`src/assert_macros.svh`:
```
// Assertion macros used by the deframer RTL.
`ifndef ASSERT_MACROS_SVH
`define ASSERT_MACROS_SVH
`ifndef ASSERT_OFF
`define ASSERT_PROP(label, clk, rst, prop) \
   label: assert property (@(posedge clk) disable iff (rst) prop) \
      else $error("assertion failed");
`define ASSERT_NEVER(label, clk, rst, cond) \
   label: assert property (@(posedge clk) disable iff (rst) !(cond)) \
      else $error("forbidden condition seen");
`else
`define ASSERT_PROP(label, clk, rst, prop)
`define ASSERT_NEVER(label, clk, rst, cond)
`endif
`endif

```
`src/lpmd_pkg.sv`:
```
// Types and constants of the length-prefixed message deframer.
package lpmd_pkg;

   typedef logic [1:0] kind_type;

   localparam kind_type KindByte     = 2'd0;
   localparam kind_type KindDone     = 2'd1;
   localparam kind_type KindByteDone = 2'd2;

   typedef struct packed {
      kind_type    event_kind;
      logic [7:0]  command_code;
      logic [15:0] message_ident;
      logic [15:0] message_length;
      logic [7:0]  byte_index;
      logic [7:0]  byte_value;
      logic        truncated;
   } rsp_payload_type;

endpackage

```
`src/lpmd_req_if.sv`:
```
// Input byte channel of the deframer.
interface lpmd_req_if;
   logic       valid;
   logic       ready;
   logic [7:0] message_byte;

   modport source (output valid, output message_byte, input ready);
   modport sink (input valid, input message_byte, output ready);
endinterface

```
`src/lpmd_rsp_if.sv`:
```
// Result event channel of the deframer.
interface lpmd_rsp_if;
   logic               valid;
   logic               ready;
   lpmd_pkg::kind_type event_kind;
   logic [7:0]         command_code;
   logic [15:0]        message_ident;
   logic [15:0]        message_length;
   logic [7:0]         byte_index;
   logic [7:0]         byte_value;
   logic               truncated;

   modport source (output valid, output event_kind, output command_code,
                   output message_ident, output message_length, output byte_index,
                   output byte_value, output truncated, input ready);
   modport sink (input valid, input event_kind, input command_code,
                 input message_ident, input message_length, input byte_index,
                 input byte_value, input truncated, output ready);
endinterface

```
`src/length_prefixed_message_deframer_top.sv`:
```
// Deframer for command/id/length/payload messages, one byte per transaction.
//
// req_chan carries one received byte per transaction; rsp_chan carries one
// event per stored payload byte (with its index) and one at message end with
// the header fields, merged with a stored last byte. Header bytes produce no event
// unless a response command or a zero length ends the message after its length field.
// csr_write_enable/csr_write_data set the response command code.
// A byte is parsed in the cycle it is accepted; its event is registered in
// the result register, or in the skid register while an earlier event waits.
// One byte is taken every cycle while rsp_chan drains; the phase machine and
// one registered event stage set this rate. A two-entry output stage (result
// register plus skid register) lets one more byte in while an event waits;
// req_chan.ready drops only when both entries are full; no event is lost or repeated.
// Payload bytes at or past PAYLOAD_CAPACITY are dropped; the final event
// then carries the clamped length and the truncated flag.
// Synchronous reset returns the parser to the command phase, clears the
// response command and empties the output stage.
`include "assert_macros.svh"
module length_prefixed_message_deframer_top #(
   parameter int PAYLOAD_CAPACITY = 256
) (
   input  logic               clock,
   input  logic               reset,
   input  logic               csr_write_enable,
   input  logic [7:0]         csr_write_data,
   lpmd_req_if.sink           req_chan,
   lpmd_rsp_if.source         rsp_chan
);

   localparam logic [16:0] CapWide = 17'(PAYLOAD_CAPACITY);
   localparam logic [15:0] CapLen  = 16'(PAYLOAD_CAPACITY);

   localparam logic [1:0] PhaseCommand = 2'd0;
   localparam logic [1:0] PhaseIdent   = 2'd1;
   localparam logic [1:0] PhaseLength  = 2'd2;
   localparam logic [1:0] PhasePayload = 2'd3;

   logic [7:0]  resp_cmd_ff;
   logic [1:0]  phase_ff, phase_in;
   logic [15:0] counter_ff, counter_in;
   logic [7:0]  command_ff, command_in;
   logic [15:0] ident_ff, ident_in;
   logic [15:0] length_ff, length_in;

   logic                      out_valid_ff, out_valid_in;
   logic                      skid_valid_ff, skid_valid_in;
   lpmd_pkg::rsp_payload_type out_ff, out_in;
   lpmd_pkg::rsp_payload_type skid_ff, skid_in;

   logic                      fire;
   logic                      take;
   logic                      res_valid;
   lpmd_pkg::rsp_payload_type res;
   logic [7:0]                b;
   logic [16:0]               count;
   logic [15:0]               new_ident;
   logic [15:0]               new_length;
   logic                      stored;
   logic                      last;
   logic                      trunc;

   assign b          = req_chan.message_byte;
   assign fire       = req_chan.valid && req_chan.ready;
   assign take       = out_valid_ff && rsp_chan.ready;
   assign count      = {1'b0, counter_ff} + 17'd1;
   assign new_ident  = {ident_ff[7:0], b};
   assign new_length = {length_ff[7:0], b};
   assign stored     = {1'b0, counter_ff} < CapWide;
   assign last       = count >= {1'b0, length_ff};
   assign trunc      = count > CapWide;

   always_comb begin
      phase_in   = phase_ff;
      counter_in = counter_ff;
      command_in = command_ff;
      ident_in   = ident_ff;
      length_in  = length_ff;
      res_valid  = 1'b0;
      res.event_kind     = lpmd_pkg::KindDone;
      res.command_code   = command_ff;
      res.message_ident  = ident_ff;
      res.message_length = length_ff;
      res.byte_index     = 8'd0;
      res.byte_value     = 8'd0;
      res.truncated      = 1'b0;
      if (fire) begin
         unique case (phase_ff)
            PhaseCommand: begin
               command_in = b;
               counter_in = 16'd0;
               phase_in   = PhaseIdent;
            end
            PhaseIdent: begin
               ident_in   = new_ident;
               counter_in = count[15:0];
               if (count >= 17'd2) begin
                  counter_in = 16'd0;
                  phase_in   = PhaseLength;
               end
            end
            PhaseLength: begin
               length_in  = new_length;
               counter_in = count[15:0];
               if (count >= 17'd2) begin
                  counter_in = 16'd0;
                  if (command_ff != resp_cmd_ff && new_length != 16'd0) begin
                     phase_in = PhasePayload;
                  end else begin
                     phase_in           = PhaseCommand;
                     res_valid          = 1'b1;
                     res.message_length = new_length;
                  end
               end
            end
            PhasePayload: begin
               counter_in = count[15:0];
               if (!last) begin
                  res_valid      = stored;
                  res.event_kind = lpmd_pkg::KindByte;
                  res.byte_index = counter_ff[7:0];
                  res.byte_value = b;
               end else begin
                  phase_in           = PhaseCommand;
                  res_valid          = 1'b1;
                  res.truncated      = trunc;
                  res.message_length = trunc ? CapLen : length_ff;
                  length_in          = trunc ? CapLen : length_ff;
                  if (stored) begin
                     res.event_kind = lpmd_pkg::KindByteDone;
                     res.byte_index = counter_ff[7:0];
                     res.byte_value = b;
                  end
               end
            end
            default: begin
               phase_in = PhaseCommand;
            end
         endcase
      end
   end

   always_comb begin
      out_valid_in  = out_valid_ff;
      skid_valid_in = skid_valid_ff;
      out_in        = out_ff;
      skid_in       = skid_ff;
      if (take) begin
         if (skid_valid_ff) begin
            out_in        = skid_ff;
            skid_valid_in = 1'b0;
         end else begin
            out_valid_in = res_valid;
            out_in       = res;
         end
      end else if (res_valid) begin
         if (!out_valid_ff) begin
            out_valid_in = 1'b1;
            out_in       = res;
         end else begin
            skid_valid_in = 1'b1;
            skid_in       = res;
         end
      end
   end

   always_ff @(posedge clock) begin
      if (reset) begin
         resp_cmd_ff   <= 8'd0;
         phase_ff      <= PhaseCommand;
         counter_ff    <= 16'd0;
         command_ff    <= 8'd0;
         ident_ff      <= 16'd0;
         length_ff     <= 16'd0;
         out_valid_ff  <= 1'b0;
         skid_valid_ff <= 1'b0;
      end else begin
         if (csr_write_enable) begin
            resp_cmd_ff <= csr_write_data;
         end
         phase_ff      <= phase_in;
         counter_ff    <= counter_in;
         command_ff    <= command_in;
         ident_ff      <= ident_in;
         length_ff     <= length_in;
         out_valid_ff  <= out_valid_in;
         skid_valid_ff <= skid_valid_in;
      end
   end

   always_ff @(posedge clock) begin
      out_ff  <= out_in;
      skid_ff <= skid_in;
   end

   assign req_chan.ready          = !skid_valid_ff;
   assign rsp_chan.valid          = out_valid_ff;
   assign rsp_chan.event_kind     = out_ff.event_kind;
   assign rsp_chan.command_code   = out_ff.command_code;
   assign rsp_chan.message_ident  = out_ff.message_ident;
   assign rsp_chan.message_length = out_ff.message_length;
   assign rsp_chan.byte_index     = out_ff.byte_index;
   assign rsp_chan.byte_value     = out_ff.byte_value;
   assign rsp_chan.truncated      = out_ff.truncated;

   `ASSERT_NEVER(a_skid_needs_out, clock, reset, skid_valid_ff && !out_valid_ff)
   `ASSERT_PROP(a_command_to_ident, clock, reset, fire && phase_ff == PhaseCommand |=> phase_ff == PhaseIdent)
   `ASSERT_PROP(a_trunc_len, clock, reset, out_valid_ff && out_ff.truncated |-> out_ff.message_length == CapLen)
   `ASSERT_PROP(a_byte_no_trunc, clock, reset, out_valid_ff && out_ff.event_kind == lpmd_pkg::KindByte |-> !out_ff.truncated)

endmodule
```
`src/flat_wrapper.sv`:
```
// flat-port wrapper written by rule: the top's interface ports become plain ports
module length_prefixed_message_deframer_top_flat 
#(
   parameter int PAYLOAD_CAPACITY = 256
)
  (clock, reset, csr_write_enable, csr_write_data, req_chan_valid, req_chan_message_byte, req_chan_ready, rsp_chan_valid, rsp_chan_event_kind, rsp_chan_command_code, rsp_chan_message_ident, rsp_chan_message_length, rsp_chan_byte_index, rsp_chan_byte_value, rsp_chan_truncated, rsp_chan_ready);
  lpmd_req_if req_chan_i ();
  lpmd_rsp_if rsp_chan_i ();
  input  logic clock;
  input  logic reset;
  input  logic csr_write_enable;
  input  logic [7:0] csr_write_data;
  input wire logic [$bits(req_chan_i.valid)-1:0] req_chan_valid;
  input wire logic [$bits(req_chan_i.message_byte)-1:0] req_chan_message_byte;
  output wire logic [$bits(req_chan_i.ready)-1:0] req_chan_ready;
  output wire logic [$bits(rsp_chan_i.valid)-1:0] rsp_chan_valid;
  output wire logic [$bits(rsp_chan_i.event_kind)-1:0] rsp_chan_event_kind;
  output wire logic [$bits(rsp_chan_i.command_code)-1:0] rsp_chan_command_code;
  output wire logic [$bits(rsp_chan_i.message_ident)-1:0] rsp_chan_message_ident;
  output wire logic [$bits(rsp_chan_i.message_length)-1:0] rsp_chan_message_length;
  output wire logic [$bits(rsp_chan_i.byte_index)-1:0] rsp_chan_byte_index;
  output wire logic [$bits(rsp_chan_i.byte_value)-1:0] rsp_chan_byte_value;
  output wire logic [$bits(rsp_chan_i.truncated)-1:0] rsp_chan_truncated;
  input wire logic [$bits(rsp_chan_i.ready)-1:0] rsp_chan_ready;
  assign req_chan_i.valid = req_chan_valid;
  assign req_chan_i.message_byte = req_chan_message_byte;
  assign req_chan_ready = req_chan_i.ready;
  assign rsp_chan_valid = rsp_chan_i.valid;
  assign rsp_chan_event_kind = rsp_chan_i.event_kind;
  assign rsp_chan_command_code = rsp_chan_i.command_code;
  assign rsp_chan_message_ident = rsp_chan_i.message_ident;
  assign rsp_chan_message_length = rsp_chan_i.message_length;
  assign rsp_chan_byte_index = rsp_chan_i.byte_index;
  assign rsp_chan_byte_value = rsp_chan_i.byte_value;
  assign rsp_chan_truncated = rsp_chan_i.truncated;
  assign rsp_chan_i.ready = rsp_chan_ready;
  length_prefixed_message_deframer_top #(.PAYLOAD_CAPACITY(PAYLOAD_CAPACITY)) u_core (.clock(clock), .reset(reset), .csr_write_enable(csr_write_enable), .csr_write_data(csr_write_data), .req_chan(req_chan_i), .rsp_chan(rsp_chan_i));
endmodule
```
`config.mk`:
```
export PLATFORM = sky130hd
export DESIGN_NAME = length_prefixed_message_deframer_top_flat
export DESIGN_NICKNAME = d
export VERILOG_FILES = /design/src/lpmd_pkg.sv /design/src/lpmd_req_if.sv /design/src/lpmd_rsp_if.sv /design/src/length_prefixed_message_deframer_top.sv /design/src/flat_wrapper.sv
export VERILOG_INCLUDE_DIRS = /design/src /design/src/src
export SDC_FILE = /design/constraint.sdc
export NUM_CORES = 1
export LEC_CHECK = 0
export BUFFER_PORTS_ARGS = -buffer_cell sky130_fd_sc_hd__buf_2
export CAP_MARGIN = 10
export CORE_MARGIN = 2
export CORE_UTILIZATION = 52
export CTS_BUF_LIST = sky130_fd_sc_hd__clkbuf_4 sky130_fd_sc_hd__clkbuf_8
export DETAILED_ROUTE_END_ITERATION = 6
export PLACE_DENSITY = 0.68
export SLEW_MARGIN = 30
export SYNTH_ARGS = -nofsm -noshare
export SYNTH_HDL_FRONTEND = slang
export SYNTH_SLANG_ARGS = --single-unit
```
`constraint.sdc`:
```
create_clock -name clock -period 10.4 [get_ports clock]
set_clock_uncertainty 0.2 [all_clocks]
set_input_delay 2.08 -clock clock [delete_from_list [all_inputs] [get_ports clock]]
set_output_delay 2.08 -clock clock [all_outputs]
set_load 0.03 [all_outputs]
```
==> flow_metrics.tcl, run 1 <==
set metrics [dict create \
    grt_overflow 0 \
    clock_sinks 186 \
    final_antenna_net_count 0 \
    rsz0062_at_grt "no" \
    outcome "finished clean" \
    dieHeight_um 133 \
    dp_slack_ns 4.79 \
    track_usage_pct 22.9 \
    io_buffers 81 \
    p_leak_nw 3.55 \
    r2r_cells 15 \
    hold_start "u_core.ident_ff[11]" \
    cts_resized 0 \
    synth_area_leaders "edfxtp_1, dfxtp_1, nand2_1" \
    die_w_um 133 \
    yosysWarnings 0 \
    synth_edf_count 118 \
    layout.cells.most_common "nand2_1" \
    die-area_um2 17700 \
    fp.coreArea_um2 16500 \
    holdPathEnd "u_core.skid_ff[44]" \
    synth_top_area_share_pct 40.9 \
    cts_buffers 17 \
    fmax_mhz 189 \
    final_cell_mix "nand2_1, edfxtp_1, buf_2" \
    multi_input_area_um2 3390 \
    peakVddDrop_mv 0.0934 \
    async_flop_share_pct 0 \
    hold_depth 0 \
    final-setup-viol-count 0 \
    fin_nets 921 \
    synth_cell_types 64 \
    max_slew_margin_pct 34.7 \
    period_minus_slack_ns 5.30 \
    cp.required_ns 10.29 \
    slew_violations 0 \
    ys.flop_type "edfxtp_1" \
    finalPower_w 0.00142 \
    synthesis.area_um2 8670 \
    drive_gt1_share_pct 17.9 \
    num_rows 47 \
    worst_r2r_startpoint "u_core.counter_ff[0]" \
    path_class "reg2reg" \
    finish.utilization_pct 58.3 \
    endpoint_kind "flip-flop" \
    r2r_end "u_core.skid_ff[20]" \
    cts_setup_buffers 0 \
    min_period_over_period_pct 51.0 \
    netlist_instances 822 \
    dpl.hpwl_um 13700 \
    avgRoutedWirePerCell_um 17.9 \
    grt_max_degree 62 \
    power_per_cell_area_nw_per_um2 148 \
    hold_viol 0 \
    cts.path.max_buffers 2 \
    drtIter0Drc 538 \
    worst_slack_ns 5.10 \
    crit_arrival_ns 5.19 \
    final.setup.tns_ns 0 \
    initial_core_util_pct 52.7 \
    cts_root_buffer "clkbuf_8" \
    grt_pass1_vias 5985 \
    drt-pass1-iter-count 6 \
    pin_count 82 \
    critPathLaunchType "flip-flop" \
    grt_pass1_wl_um 31900 \
    tritoncts "built" \
    drc_errors 0 \
    ff2ff_setup_slack_ns 5.10 \
    antenna_found_initial 0 \
    fillCellCount 1425 \
    register_area_um2 4900 \
    syn_to_final_growth_pct 10.6 \
    vias_per_cell 5.75 \
    cts_hold_buffers 0 \
    h-tree-depth 4 \
    crit_fanout 47 \
    n_antenna_cell 0 \
    vias 6385 \
    worst_pin_slew_ns 0.976 \
    hold_path_class "reg2reg" \
    clk_latency_ns 0.46 \
    final_cells 1110 \
    synth_nets 866 \
    gp_congestion 0.849 \
    dpl.cell_count 1078 \
    wirelength_um 19900 \
    synth_area_per_cell_um2 10.5 \
    maxCapViolCount 0 \
    cts.clk_slew.worst_paths_ns 0.09 \
    ys_seq_area_share_pct 56.6 \
    ys_ff_latch 186 \
    synth_top_area_cell "edfxtp_1" \
]
-- cell usage after synthesis (2+ instances only) --
cell type and count:
and2_1 15, buf_6 5, buf_1 3, o22ai_1 6
dfxtp_1 68, clkbuf_1 30, nor4_1 9, nor3_1 7
buf_4 4, xnor2_1 16, o31ai_1 5, xor2_1 5
nand4_1 10, o21ai_0 34, o31a_1 2, mux2i_1 10
a21o_1 5, o311ai_2 14, a21oi_1 58, nand3_2 2
buf_2 10, a22o_1 14, ha_1 23, a2111oi_0 2
nor4_4 2, nand3_1 20, nand4_2 2, edfxtp_1 118
or3_1 4, o211ai_1 16, nor3_4 2, and4_1 3
nor2_1 29, o21ai_1 4, nand2b_1 2, o32ai_1 2
inv_1 37, nand2_1 194, a31oi_1 3, o21a_1 3
-- state kept, by name (all words and copies together) (netlist names), 2 cells and up --
name	cells
u_core.rsp_chan.command_code	8
u_core.command_ff	8
u_core.skid_ff	59
u_core.phase_ff	2
u_core.rsp_chan.byte_index	8
u_core.rsp_chan.event_kind	2
u_core.counter_ff	16
u_core.ident_ff	16
u_core.rsp_chan.message_length	16
u_core.resp_cmd_ff	8
u_core.length_ff	16
u_core.rsp_chan.message_ident	16
u_core.rsp_chan.byte_value	8
-- where the power goes --
group | internal (W) | switching [W]
Sequential | 0.000793 | 0.0000110
Clock | 0.000242 | 0.000269
Combinational | 0.0000327 | 0.0000682
-- stage by stage --
stage | instance area (um2) | hold slack (ns)
3_5_place_dp | 9160 | 0.243
4_1_cts | 9590 | 0.271
6_report | 9590 | 0.270
3_3_place_gp | 9160 | 0.240
5_1_grt | 9590 | 0.288
2_1_floorplan | 8670 | 0.230
-- final cells by class --
cell class              instances  share of cell area [%]
flip-flops and latches        186                    51.1
well taps                     220                    2.87
clock inverters                15                    1.98
repair buffers                 88                    4.80
multi-input cells             547                    35.3
inverters                      37                    1.45
clock buffers                  17                    2.44
-- metal layers --
metal | wire, um | vias up | part of all wire [%] | GRT usage [%]
met5 | 0 | - | 0 | 0
met4 | 429 | 0 | 2.2 | 7.86
met3 | 896 | 34 | 4.5 | 3.88
met2 | 9500 | 213 | 48 | 36.6
met1 | 9030 | 3092 | 45 | 32.0
li1 | - | 3046 | - | -
-- logic make-up (layout without fill, tap and decap cells) --
| family | after synthesis | after routing | synth area share [%] |
|---|---|---|---|
| AND/OR/NAND/NOR | 309 | 309 | 16.7 |
| flip-flops | 186 | 186 | 56.6 |
| AO/OA/AOI/OAI | 183 | 183 | 15.4 |
| buffers and inverters | 89 | 157 | 4.60 |
| adder cells (fa/ha/maj) | 23 | 23 | 3.32 |
| XOR/XNOR | 21 | 21 | 2.12 |
| multiplexers | 11 | 11 | 1.28 |
-- worst max-delay path, stage by stage (launching register included) --
cell      delay [ns]
dfxtp_1         0.55
ha_1            0.40
nand4_2         0.22
nor3_1          0.40
xnor2_1         0.31
inv_1           0.09
ha_1            0.33
nand4_1         0.13
nor2_1          0.16
a31oi_1         0.11
o21ai_0         0.14
o211ai_1        0.16
buf_4           0.26
nand3_1         0.15
nor3b_4         0.63
buf_4           0.63
-- how the worst max path moves through the flow --
stage	slack, ns	to	start
2_1_floorplan	2.21	u_core.skid_ff[0]	req_chan_message_byte[3]
3_3_place_gp	4.92	u_core.skid_ff[31]	req_chan_message_byte[0]
3_5_place_dp	4.79	u_core.skid_ff[23]	req_chan_message_byte[0]
4_1_cts	4.95	u_core.skid_ff[20]	u_core.counter_ff[0]
5_1_grt	4.73	u_core.skid_ff[20]	u_core.counter_ff[0]
6_report	5.10	u_core.skid_ff[20]	u_core.counter_ff[0]
Note: power is estimated with default switching activity, not from simulation.
==> inputs of run 2 (changes only) <==
==> constraint.sdc (replaced) <==
create_clock -name clock -period 5.3 [get_ports clock]
set_clock_uncertainty 0.2 [all_clocks]
set_input_delay 1.06 -clock clock [delete_from_list [all_inputs] [get_ports clock]]
set_output_delay 1.06 -clock clock [all_outputs]
set_load 0.03 [all_outputs]
==> flow_metrics.tcl, run 2 (synthesis results as in run 1) <==
set metrics [dict create \
    outcome "finished clean" \
    fin_nets 922 \
    cts.path.max_buffers 2 \
    cts_buffers 17 \
    largest_register_ffs 59 \
    path_class "reg2reg" \
    grt_pass1_vias 6061 \
    drive_gt1_share_pct 17.7 \
    final-setup-viol-count 0 \
    worst_path_max_delay_cell "dfxtp_1" \
    clock_sinks 186 \
    crit_arrival_ns 4.52 \
    fmax_mhz 221 \
    worst_pin_slew_ns 1.04 \
    register_area_um2 4900 \
    die-area_um2 17700 \
    grt_overflow 0 \
    vias 6337 \
    initial_core_util_pct 52.7 \
    antenna_found_initial 0 \
    avgRoutedWirePerCell_um 18.1 \
    drc_errors 0 \
    critPathLaunchType "flip-flop" \
    min_period_over_period_pct 85.6 \
    cts_setup_buffers 0 \
    crit_chain "ha_1, nand4_2, nor3_1, xnor2_1, inv_1, ha_1, nand4_1, nor2_1, a21oi_1, a21oi_1, o211ai_1, buf_4, a221oi_4, buf_4, o21ai_0" \
    final_antenna_net_count 0 \
    grt_max_degree 58 \
    holdPathEnd "u_core.skid_ff[46]" \
    gp_congestion 0.923 \
    maxCapViolCount 0 \
    layout.cells.most_common "nand2_1" \
    crit_family "simple AND/OR/NAND/NOR gates" \
    worstPathBufferInverterCount 3 \
    r2r_end "u_core.skid_ff[24]" \
    crit_fanout 30 \
    cts_root_buffer "clkbuf_8" \
    hold_viol 0 \
    tritoncts "built" \
    max_stage_delay_ns 0.54 \
    worst_r2r_startpoint "u_core.counter_ff[0]" \
    wirelength_um 20100 \
    hold_path_class "reg2reg" \
    largest_register "u_core.skid_ff" \
    peakVddDrop_mv 0.160 \
    r2r_cells 15 \
    fp.coreArea_um2 16500 \
    period_minus_slack_ns 4.53 \
    cts_resized 0 \
    cts_hold_buffers 0 \
    n_antenna_cell 0 \
    vias_per_cell 5.70 \
    final_cell_mix "nand2_1, edfxtp_1, buf_2" \
    final.setup.tns_ns 0 \
    endpoint_kind "flip-flop" \
    hold_depth 0 \
    rsz0062_at_grt "no" \
    num_rows 47 \
    hold_start "u_core.ident_ff[13]" \
    drtIter0Drc 568 \
    power_per_cell_area_nw_per_um2 286 \
    fillCellCount 1369 \
    grt_pass1_wl_um 31800 \
    h-tree-depth 4 \
    max_slew_margin_pct 30.3 \
    syn_to_final_growth_pct 10.5 \
    clk_latency_ns 0.47 \
    cp.required_ns 5.29 \
    p_leak_nw 3.53 \
    ff2ff_setup_slack_ns 0.77 \
    track_usage_pct 23.0 \
    io_buffers 81 \
    finalInstanceArea_um2 9580 \
    drt-pass1-iter-count 5 \
    dieHeight_um 133 \
    multi_input_area_um2 3400 \
    die_w_um 133 \
    dpl.hpwl_um 13900 \
    pin_count 82 \
    cts.clk_slew.worst_paths_ns 0.09 \
    slew_violations 0 \
    place_area_um2 9180 \
]
-- run 2: area by class of cell --
type / count / share of cell area [%]
Clock inverter: 13 / 1.48
Multi-Input combinational cell: 547 / 35.5
Sequential cell: 186 / 51.2
Timing Repair Buffer: 89 / 4.88
Clock buffer: 19 / 2.66
Tap cell: 220 / 2.87
Inverter: 37 / 1.45
-- run 2: per-stage QoR --
| step | setup WS (ns) | hold slack, ns | power [W] | std cells | utilization, % |
|---|---|---|---|---|---|
| after CTS | 0.813 | 0.263 | 0.00275 | 1111 | 58.2 |
| after detailed placement | 0.847 | 0.244 | 0.00181 | 1079 | 55.8 |
| after global placement | 1.02 | 0.244 | 0.00180 | 1079 | 55.7 |
| final | 0.766 | 0.258 | 0.00274 | 1111 | 58.2 |
| after global routing | 0.464 | 0.264 | 0.00283 | 1111 | 58.2 |
| after floorplan | 0.227 | 0.230 | 0.00174 | 822 | - |
-- run 2: power breakdown --
group | switching, W | internal, W | leakage, nW
clock network | 0.000517 | 0.000442 | 0.199
registers | 0.0000206 | 0.00156 | 1.61
logic | 0.000137 | 0.0000646 | 1.73
total | 0.000674 | 0.00206 | 3.53
-- run 2: worst max-delay path by stage --
| stage | from | endpoint | slack (ns) | depth (start not counted) |
|---|---|---|---|---|
| finish | u_core.counter_ff[0] | u_core.skid_ff[24] | 0.77 | 15 |
| detailed placement | u_core.counter_ff[0] | u_core.skid_ff[31] | 0.85 | 15 |
| floorplan | u_core.counter_ff[0] | u_core.skid_ff[0] | 0.23 | 15 |
| global placement | u_core.counter_ff[0] | u_core.rsp_chan.message_length[12] | 1.02 | 15 |
| CTS | u_core.counter_ff[0] | u_core.skid_ff[24] | 0.81 | 15 |
| global route | u_core.counter_ff[0] | u_core.skid_ff[24] | 0.46 | 15 |
-- run 2: worst reg2reg max path, cell delays in order (launching register included) --
cell and delay [ns]:
dfxtp_1 0.54, ha_1 0.41, nand4_2 0.23, nor3_1 0.39
xnor2_1 0.28, inv_1 0.09, ha_1 0.32, nand4_1 0.12
nor2_1 0.16, a21oi_1 0.09, a21oi_1 0.21, o211ai_1 0.13
buf_4 0.26, a221oi_4 0.29, buf_4 0.38, o21ai_0 0.18
-- run 2: layer usage --
| layer | vias up | wire length [um] | part of all wire [%] | global-route usage (%) |
|---|---|---|---|---|
| met2 | 212 | 9640 | 48 | 36.2 |
| li1 | 3060 | - | - | - |
| met4 | 0 | 464 | 2.3 | 9.81 |
| met1 | 3029 | 8910 | 44 | 31.2 |
| met3 | 36 | 1060 | 5.3 | 4.76 |
| met5 | - | 0 | 0 | 0 |
==> inputs of run 3 (changes only) <==
--- a/config.mk
+++ b/config.mk
@@ -6,7 +6,8 @@
 export SDC_FILE = /design/constraint.sdc
 export NUM_CORES = 1
 export LEC_CHECK = 0
-export BUFFER_PORTS_ARGS = -buffer_cell sky130_fd_sc_hd__buf_2
+export ABC_AREA = 1
+export BUFFER_PORTS_ARGS = -buffer_cell sky130_fd_sc_hd__buf_4
 export CAP_MARGIN = 10
 export CORE_MARGIN = 2
 export CORE_UTILIZATION = 52
==> flow_metrics.tcl, run 3 <==
set metrics [dict create \
    h-tree-depth 4 \
    netlist_instances 1041 \
    peakVddDrop_mv 0.150 \
    dpl.hpwl_um 14100 \
    power_per_cell_area_nw_per_um2 273 \
    cts_buffers 17 \
    initial_core_util_pct 53.1 \
    drt-pass1-iter-count 5 \
    hold_path_class "reg2reg" \
    wirelength_um 19800 \
    yosysWarnings 0 \
    vias_per_cell 5.26 \
    grt.busiest_layer "met2" \
    grt_max_degree 40 \
    max_slew_margin_pct 36.6 \
    period_minus_slack_ns 4.29 \
    num_rows 47 \
    worst_slack_ns 1.01 \
    crit_fanout 23 \
    final_cell_mix "nand2_1, o21ai_0, edfxtp_1" \
    gr-usage-met2_pct 36.9 \
    synth_cell_types 33 \
    synth_top_area_share_pct 40.2 \
    layout.cells.most_common "nand2_1" \
    hold_viol 0 \
    slew_violations 0 \
    clock_sinks 186 \
    largest_register "u_core.skid_ff" \
    synth_edf_count 118 \
    tritoncts "built" \
    whs_ns 0.243 \
    dieHeight_um 134 \
    async_flop_share_pct 0 \
    largest_register_ffs 59 \
    grt_pass1_wl_um 32500 \
    avgRoutedWirePerCell_um 14.7 \
    critPathLaunchType "flip-flop" \
    cts.path.max_buffers 2 \
    final-setup-viol-count 0 \
    cts_root_buffer "clkbuf_8" \
    crit_arrival_ns 4.24 \
    vias 7068 \
    register_area_um2 4900 \
    synth_area_per_cell_um2 8.47 \
    synth_area_leaders "edfxtp_1, dfxtp_1, nand2_1" \
    n_antenna_cell 0 \
    p_leak_nw 4.07 \
    worst_pin_slew_ns 0.950 \
    track_usage_pct 22.8 \
    dp_slack_ns 1.03 \
    clk_latency_ns 0.47 \
    die_w_um 134 \
    io_buffers 81 \
    fin_nets 1154 \
    drc_errors 0 \
    maxCapViolCount 0 \
    synthesis.area_um2 8810 \
    final.setup.tns_ns 0 \
    grt_overflow 0 \
    finish.utilization_pct 60.5 \
    met1_usage_pct 31.2 \
    fmax_mhz 233 \
    crit_top_cell "nand2_1" \
    crit_chain "ha_1, nand2_2, nor2_4, nand2_2, nor2_2, nand2_1, nand2_1, inv_1, ha_1, nand2_1, inv_1, nand3_1, nor2_1, nand4_1, and3_1, nand2_1, o21ai_0, o21ai_0, nand2_1, nor2_4, buf_4" \
    outcome "finished clean" \
    drtIter0Drc 547 \
    cts_resized 0 \
    synth_nets 1085 \
    ys.flop_type "edfxtp_1" \
    rsz0062_at_grt "no" \
    gp_congestion 0.883 \
    max_stage_delay_ns 0.56 \
    ys_seq_area_share_pct 55.7 \
    antenna_found_initial 0 \
    cp.required_ns 5.24 \
    syn_to_final_growth_pct 13.8 \
    pin_count 82 \
    final_antenna_net_count 0 \
    cts_hold_buffers 0 \
    synth_most_common_cell "nand2_1" \
    multi_input_area_um2 3370 \
    die-area_um2 18000 \
    grt_pass1_vias 6453 \
    ys_ff_latch 186 \
    cts_setup_buffers 0 \
    path_class "reg2reg" \
    min_period_over_period_pct 81.0 \
    drive_gt1_share_pct 13.1 \
    synth_top_area_cell "edfxtp_1" \
    cts.clk_slew.worst_paths_ns 0.10 \
    yosys-top-cells-count "nand2_1, o21ai_0, edfxtp_1" \
    grtUsageMet3_pct 4.54 \
    worst_path_max_delay_cell "nor2_4" \
    fillCellCount 1446 \
    fp.coreArea_um2 16600 \
    endpoint_kind "flip-flop" \
]
run 3: cell count changes in the layout (fill, tap and decap cells not counted), moves of 35 or more:
cell,delta
nor2_1,+35
o21ai_0,+85
buf_2,-80
buf_4,+82
inv_1,+60
nand3_1,+47
nand2_1,+130
run 3: through the flow:
step / power (W) / instance area (um2) / cells
2_1_floorplan: 0.00177 / 8820 / 1041
3_3_place_gp: 0.00184 / 9640 / 1311
3_5_place_dp: 0.00185 / 9640 / 1311
4_1_cts: 0.00276 / 10000 / 1343
5_1_grt: 0.00285 / 10000 / 1343
6_report: 0.00273 / 10000 / 1343
run 3: metal layers:
layer	vias to the layer above	wire length, um
li1	3578	-
met4	0	372
met2	184	9360
met1	3281	9060
met3	25	1010
met5	-	0
run 3: cell families (layout without fill, tap and decap cells):
group,Yosys count,in the layout,synth area share [%]
buffers and inverters,143,225,6.26
xor gates and xnor gates,5,5,0.497
AOI/OAI and AO/OA,191,191,11.1
adders and majority gates,23,23,3.27
and+or+nand+nor,493,493,23.3
DFF,186,186,55.7
run 3: where the power goes:
group	switching, W	internal, W
registers	0.0000213	0.00157
logic	0.000152	0.0000753
clock network	0.000562	0.000358
run 3: final timing paths:
| kind | slack, ns | from | cells past startpoint | endpoint |
|---|---|---|---|---|
| hold / removal | 0.24 | u_core.ident_ff[13] | 0 | u_core.skid_ff[46] |
| hold reg to reg | 0.24 | u_core.ident_ff[13] | 0 | u_core.skid_ff[46] |
| setup reg to reg | 1.01 | u_core.counter_ff[0] | 21 | u_core.skid_ff[10] |
| setup / recovery | 1.01 | u_core.counter_ff[0] | 21 | u_core.skid_ff[10] |
run 3: final cells by class:
type | count | area share (%)
Clock buffer | 18 | 2.41
Clock inverter | 14 | 1.51
Inverter | 101 | 3.78
Multi-Input combinational cell | 712 | 33.6
Sequential cell | 186 | 48.9
Tap cell | 220 | 2.74
Timing Repair Buffer | 92 | 7.01
run 3: critical path, delay by kind of cell (launching register included):
family	cells	cell delay (ns)
buffers and inverters	3	0.55
DFF	1	0.43
adders and majority gates	2	0.51
and+or+nand+nor	14	2.03
AOI/OAI and AO/OA	2	0.25
